<file path="src/hw/rtl/mmeu_pkg.sv">
// constants, opcodes and helpers shared by the mini mips execute unit
// no dependencies
package mmeu_pkg;

    localparam int NumRegs   = 32;
    localparam int RegAw     = 5;
    localparam int DmemDepth = 4096;
    localparam int DmemAw    = 12;
    localparam int PcW       = 12;
    localparam int MemBase   = 1000;
    localparam logic [RegAw-1:0] LinkReg = 5'd31;

    localparam logic [3:0] OP_ADD  = 4'd0;
    localparam logic [3:0] OP_SUB  = 4'd1;
    localparam logic [3:0] OP_MULT = 4'd2;
    localparam logic [3:0] OP_DIV  = 4'd3;
    localparam logic [3:0] OP_SLL  = 4'd4;
    localparam logic [3:0] OP_SRL  = 4'd5;
    localparam logic [3:0] OP_LI   = 4'd6;
    localparam logic [3:0] OP_BEQ  = 4'd7;
    localparam logic [3:0] OP_BNE  = 4'd8;
    localparam logic [3:0] OP_BGTZ = 4'd9;
    localparam logic [3:0] OP_BLEZ = 4'd10;
    localparam logic [3:0] OP_J    = 4'd11;
    localparam logic [3:0] OP_JAL  = 4'd12;
    localparam logic [3:0] OP_JR   = 4'd13;
    localparam logic [3:0] OP_LW   = 4'd14;
    localparam logic [3:0] OP_SW   = 4'd15;

    // request to the iterative multiply / divide unit
    typedef struct packed {
        logic        start;
        logic        is_div;
        logic [31:0] op_a;
        logic [31:0] op_b;
    } md_req_t;

    // register file reset value
    function automatic logic [31:0] reg_reset_val(input logic [RegAw-1:0] idx);
        logic [31:0] v;
        v = 32'd0;
        case (idx)
            5'd1:    v = 32'd5;
            5'd2:    v = 32'd10;
            5'd3:    v = 32'd20;
            5'd4:    v = 32'd30;
            5'd10:   v = 32'd1000;
            default: v = 32'd0;
        endcase
        return v;
    endfunction

endpackage

</file>
<file path="src/hw/rtl/mmeu_muldiv.sv">
// iterative multiply and signed divide, one bit per cycle
// depends on mmeu_pkg
module mmeu_muldiv (
    input  logic             aclk,
    input  logic             aresetn,
    input  mmeu_pkg::md_req_t req,
    output logic             done,
    output logic [31:0]      result
);

    logic        busy_reg, busy_next;
    logic [5:0]  cnt_reg, cnt_next;
    logic        div_reg, div_next;
    logic        neg_reg, neg_next;
    logic [31:0] acc_reg, acc_next;   // product or remainder
    logic [31:0] q_reg, q_next;       // multiplier or dividend/quotient
    logic [31:0] d_reg, d_next;       // multiplicand or divisor magnitude
    logic [32:0] trial;
    logic [31:0] mag_a, mag_b;

    assign mag_a = req.op_a[31] ? (32'd0 - req.op_a) : req.op_a;
    assign mag_b = req.op_b[31] ? (32'd0 - req.op_b) : req.op_b;
    assign trial = {acc_reg, q_reg[31]} - {1'b0, d_reg};

    // operand load on start, then one step of shift-add or restoring divide
    always_comb begin
        busy_next = busy_reg;
        cnt_next  = cnt_reg;
        div_next  = div_reg;
        neg_next  = neg_reg;
        acc_next  = acc_reg;
        q_next    = q_reg;
        d_next    = d_reg;
        if (req.start) begin
            busy_next = 1'b1;
            cnt_next  = 6'd32;
            div_next  = req.is_div;
            neg_next  = req.op_a[31] ^ req.op_b[31];
            acc_next  = 32'd0;
            q_next    = req.is_div ? mag_a : req.op_b;
            d_next    = req.is_div ? mag_b : req.op_a;
        end else if (busy_reg) begin
            if (div_reg) begin
                if (!trial[32]) begin
                    acc_next = trial[31:0];
                    q_next   = {q_reg[30:0], 1'b1};
                end else begin
                    acc_next = {acc_reg[30:0], q_reg[31]};
                    q_next   = {q_reg[30:0], 1'b0};
                end
            end else begin
                acc_next = (acc_reg << 1) + (q_reg[31] ? d_reg : 32'd0);
                q_next   = {q_reg[30:0], 1'b0};
            end
            cnt_next = cnt_reg - 6'd1;
            if (cnt_reg == 6'd1) busy_next = 1'b0;
        end
    end

    always_ff @(posedge aclk) begin
        if (!aresetn) begin
            busy_reg <= 1'b0;
            cnt_reg  <= 6'd0;
        end else begin
            busy_reg <= busy_next;
            cnt_reg  <= cnt_next;
        end
        div_reg <= div_next;
        neg_reg <= neg_next;
        acc_reg <= acc_next;
        q_reg   <= q_next;
        d_reg   <= d_next;
    end

    assign done   = busy_reg && !busy_next && !req.start;
    assign result = div_reg ? (neg_reg ? (32'd0 - q_next) : q_next) : acc_next;

    property p_no_restart;
        @(posedge aclk) disable iff (!aresetn) busy_reg && cnt_reg > 6'd1 |=> busy_reg;
    endproperty
    a_no_restart: assert property (p_no_restart) else $error("muldiv stopped early");

    a_done_pulse: assert property (@(posedge aclk) disable iff (!aresetn)
        done |=> !done) else $error("done held");

    a_cnt_range: assert property (@(posedge aclk) disable iff (!aresetn)
        cnt_reg <= 6'd32) else $error("count out of range");

endmodule

</file>
<file path="config.mk">
export PLATFORM = sky130hd
export DESIGN_NAME = mmeu_muldiv
export DESIGN_NICKNAME = d
export VERILOG_FILES = /design/src/hw/rtl/mmeu_pkg.sv /design/src/hw/rtl/mmeu_muldiv.sv
export SDC_FILE = /design/constraint.sdc
export NUM_CORES = 1
export LEC_CHECK = 0
export ABC_AREA = 1
export BUFFER_PORTS_ARGS = -buffer_cell sky130_fd_sc_hd__buf_4
export CAP_MARGIN = 15
export CORE_ASPECT_RATIO = 0.5
export CORE_MARGIN = 2
export CORE_UTILIZATION = 56
export CTS_CLUSTER_SIZE = 40
export DETAILED_ROUTE_END_ITERATION = 16
export HOLD_SLACK_MARGIN = 0.15
export MAX_ROUTING_LAYER = met4
export PLACE_DENSITY = 0.75
export SYNTH_ARGS = -nofsm -noshare
export SYNTH_HDL_FRONTEND = slang
export SYNTH_SLANG_ARGS = --single-unit
</file>
<file path="constraint.sdc">
create_clock -name aclk -period 10.7 [get_ports aclk]
set_clock_uncertainty 0.15 [all_clocks]
set_input_delay 1.605 -clock aclk [delete_from_list [all_inputs] [get_ports aclk]]
set_output_delay 1.605 -clock aclk [all_outputs]
set_load 0.02 [all_outputs]
</file>
; ---- Yosys cells after proc, flatten, opt, wreduce, memory -nomap -nowiden
; Index checks and enable logic that the tools add are counted.
[op_classes]
n_addsub = 6
eq_ne = 1
mux = 20
bitwise_logic = 2
reduce_logical = 6
[ops]
columns = op, count
row1 = $mux 32, 13
row2 = $sub 1x32->32 const A, 3
row3 = $sub 33x32->33, 1
row4 = $add 32x32->32, 1
row5 = $mux 6, 2
row6 = $eq 6x1->1 const B, 1
row7 = $sub 6x1->6 const B, 1
row8 = $mux 1, 5
row9 = $logic_and 1x1->1, 2
row10 = $logic_not 1->1, 2
row11 = $reduce_bool 2->1, 1
row12 = $reduce_or 2->1, 1
row13 = $not 1->1, 1
row14 = $xor 1x1->1, 1
[word_totals]
register_bits = 105
input_bits = 68
output_inout_bits = 33
elab_cells = 43

; ---- Logic depth before layout (Yosys ltp)
[logic_depth]
word_depth = 8
mapped_depth = 26
mapped_depth_nobuf = 26

; ---- Least setup slack after synthesis
; Ideal clock, no wire load.
[synth_path]
path_type = in2out
from = in req[64] (netlist bit)
to = out result[10]
arrival_ps = 3931
required_time_ps = 8945
slack_ps = 5014
stages = 11
n_path_buf = 2
path_cell_list = buf_2 buf_6 o21ai_0 a21boi_2 ha_1 nand4_2 nor3_4 inv_2 o21ai_0 xor2_1 o21ai_0
[synth_between]
elab_chain_cells = 5
[synth_lines]
columns = item, line
row1 = from (decl), mmeu_muldiv.sv:6  ; input mmeu_pkg::md_req_t req,
row2 = $mux 32 *, mmeu_muldiv.sv:40  ; q_next = req.is_div ? mag_a : req.op_b;
row3 = $mux 32 *, mmeu_muldiv.sv:34  ; if (req.start) begin
row4 = $sub 1x32->32, mmeu_muldiv.sv:76  ; assign result = div_reg ? (neg_reg ? (32'd0 - q_next) : q_next) : acc_next;
row5 = $mux 32 * (2 in series), mmeu_muldiv.sv:76
row6 = to (decl), mmeu_muldiv.sv:8  ; output logic [31:0] result
; Mark *: on every way between the ends. The rest lies on a longest branch, timed or not.

; ---- Worst setup path after layout
[layout_path]
from = in req[65] (netlist bit)
to = out result[20]
[layout_between]
elab_chain_cells = 4
word_cells_on_any_way = 5
cone_classes = add/sub: 1 / mux: 4
[layout_lines]
columns = item, line
row1 = $mux 32, mmeu_muldiv.sv:34
row2 = $sub 1x32->32, mmeu_muldiv.sv:76
row3 = $mux 32, mmeu_muldiv.sv:76
row4 = $mux 32 *, mmeu_muldiv.sv:76
; Marked as above.

==> results.sh <==
export IMPL_synthArstFlopShare=0
export IMPL_post_cts_resized=0
export IMPL_cp_required_ns=8.95
export IMPL_startpoint_type="input port"
export IMPL_path_clk_slew_ns=0.07
export IMPL_viasPerCell=5.689
export IMPL_gp_congestion=1.013
export IMPL_finalSetupViolations=0
export IMPL_fin_crit_sh=0.6230
export IMPL_clock_latency_ns=0.37
export IMPL_setup_slack_ns=4.034
export IMPL_postCtsSetupBuffers=0
export IMPL_regArea_sq_um=2446
export IMPL_drv_slew=0
export IMPL_overflow=0
export IMPL_worstSetupPathType="input port to output pin"
export IMPL_cts_tree="done"
export IMPL_drc_errors=0
export IMPL_routed_wl_microns=41240
export IMPL_pre_cts_ws_ns=4.098
export IMPL_dp_final_hpwl_microns=32760
export IMPL_cp_arrival_ns=4.91
export IMPL_ys_types=57
export IMPL_synth_main_ff_cell="dfxtp_1"
export IMPL_initial_core_util=0.5688
export IMPL_ys_warnings_count=0
export IMPL_die_x_microns=213.6
export IMPL_path_max_fanout=33
export IMPL_status="finished clean"
export IMPL_cts_path_max_buffers=2
export IMPL_final_cell_mix="nand2_1 (567), inv_1 (234), nor2_1 (212), nand3_1 (184), o21ai_0 (135)"
export IMPL_first_global_vias=11690
export IMPL_multi_input_area_sq_um=8526
export IMPL_worstMarginPinSlew_ns=0.7963
export IMPL_maxSlewHeadroom=0.4691
export IMPL_dr_pass1_iters=5
export IMPL_rsz0062_at_grt="no"
export IMPL_wl_per_cell_microns=17.13
export IMPL_syn_inst=2055
export IMPL_synth_edff_count=34
export IMPL_track_usage=0.3693
export IMPL_final_fill_count=2211
export IMPL_cp_end_kind="output pin"
export IMPL_r2r_setup_slack_ns=6.87
export IMPL_hold_viol=0
export IMPL_powerDensity_nw_per_um2=121.4
export IMPL_via_count=13700
export IMPL_yosys_register_bits=105
export IMPL_core_sq_um=21630
export IMPL_max_cap_viol_count=0
export IMPL_fp_dieH_microns=108.8
export IMPL_cts_buffers=9
export IMPL_leakagePower_nw=6.672
export IMPL_htree_levels=3
export IMPL_clock_tree_root_cell="clkbuf_16"
export IMPL_syn_area_sq_um=12310
export IMPL_max_freq_mhz=150.0
export IMPL_min_period_ns=6.666
export IMPL_cts_sinks=105
export IMPL_nNetsFinal=2240
export IMPL_seq_area_frac_synth=0.1985
export IMPL_synthToLayoutAreaGrowth_pct=9.039
export IMPL_postRouteAntennaNets=0
export IMPL_power_w=0.001629
export IMPL_num_io_pins=101
export IMPL_drive_above_1_share=0.1120
export IMPL_antenna_found_initial=1
export IMPL_layout_commonest_cell="nand2_1"
export IMPL_grt_pass1_wl_microns=64260
export IMPL_ctsHoldBuffers=0
export IMPL_dieArea_sq_um=23250
export IMPL_setup_tns_ns=0
export IMPL_hp_class="register to register"
export IMPL_rows=38
export IMPL_drtIter0Drc=1429
export IMPL_grt_max_degree=83
export IMPL_ir_worst_vdd_mv=0.08235
export IMPL_synth_fp_nets=2193
export IMPL_syn_area_per_cell_sq_um=5.988
export IMPL_io_buffers=100
[kinds of logic (layout without fill, tap and decap cells)]
logic type / after synthesis / in the layout / share of synthesized area
other cells: 0 / 1 / 0
xor+xnor: 70 / 70 / 0.04982
buf+inv: 323 / 375 / 0.1087
flops: 105 / 105 / 0.1985
fa+ha+maj: 70 / 70 / 0.07239
compound gates: 387 / 387 / 0.1802
simple gates: 1100 / 1100 / 0.3904
[synth_stat cells, drive strengths merged (9+ instances only)]
library cell  instances  share of area
xnor2                24          0.017
nor3                 23          0.012
dfxtp                71           0.12
a31oi                10         0.0051
nand3b                9         0.0065
clkbuf               29         0.0097
nand2               601           0.19
nand3               191          0.081
ha                   68          0.069
o21bai               11         0.0079
buf                  45          0.023
inv                 248          0.076
o211ai               29          0.018
nor2                233          0.076
xor2                 46          0.033
a21oi               140          0.061
o21ai               167          0.069
nand4                23          0.013
edfxtp               34          0.083
[power by group]
group,total [W],switching (W),leakage (nW),internal (W)
Combinational,0.000773,0.000513,5.60,0.000260
Sequential,0.000508,0.0000498,0.924,0.000458
Clock,0.000349,0.000181,0.151,0.000168
[worst paths after layout]
check,start,to,depth (start not counted)
setup / recovery,req[65],result[20],17
setup reg to reg,q_reg[31],acc_reg[7],19
hold / removal,cnt_reg[0],cnt_reg[0],2
hold reg to reg,cnt_reg[0],cnt_reg[0],2
[area by class of cell]
| class | instances | area share |
|---|---|---|
| antenna | 1 | 0.0001865 |
| timing repair buffer | 110 | 0.06154 |
| clock buffer | 9 | 0.01678 |
| sequential | 105 | 0.1823 |
| multi-input combinational | 1627 | 0.6354 |
| inverter | 249 | 0.06966 |
| tap | 300 | 0.02797 |
| clock inverter | 7 | 0.006154 |
[worst max-delay path, cell delays in order]
cell	delay, ns
buf_4	0.20
inv_2	0.48
buf_4	0.45
a21oi_1	0.07
o21ai_0	0.23
a21boi_2	0.30
ha_1	0.23
nand4_2	0.17
nor3_4	0.31
inv_2	0.07
nor2_2	0.19
nand2_1	0.09
nand2_1	0.06
nand2_1	0.05
nand3_1	0.06
o21ai_1	0.10
buf_4	0.20
[metrics by stage]
stage,instance area (sq um),util,std cells,hold WS [ns]
6_report,13420,0.6202,2408,0.3508
5_1_grt,13420,0.6202,2408,0.3816
4_1_cts,13420,0.6201,2407,0.3392
3_5_place_dp,13110,0.6059,2391,0.3278
3_3_place_gp,13110,0.6059,2391,0.3279
2_1_floorplan,12310,-,2055,0.3118
[routing by layer]
layer	part of all wire	wire, microns	up-vias	track usage
met4	0.0099	407	0	0.05407
met1	0.50	20460	6180	0.5756
met5	0	0	-	-
li1	-	-	6820	-
met2	0.38	15550	668	0.4914
met3	0.12	4828	30	0.06567
Note: power is estimated with default switching activity, not from simulation.
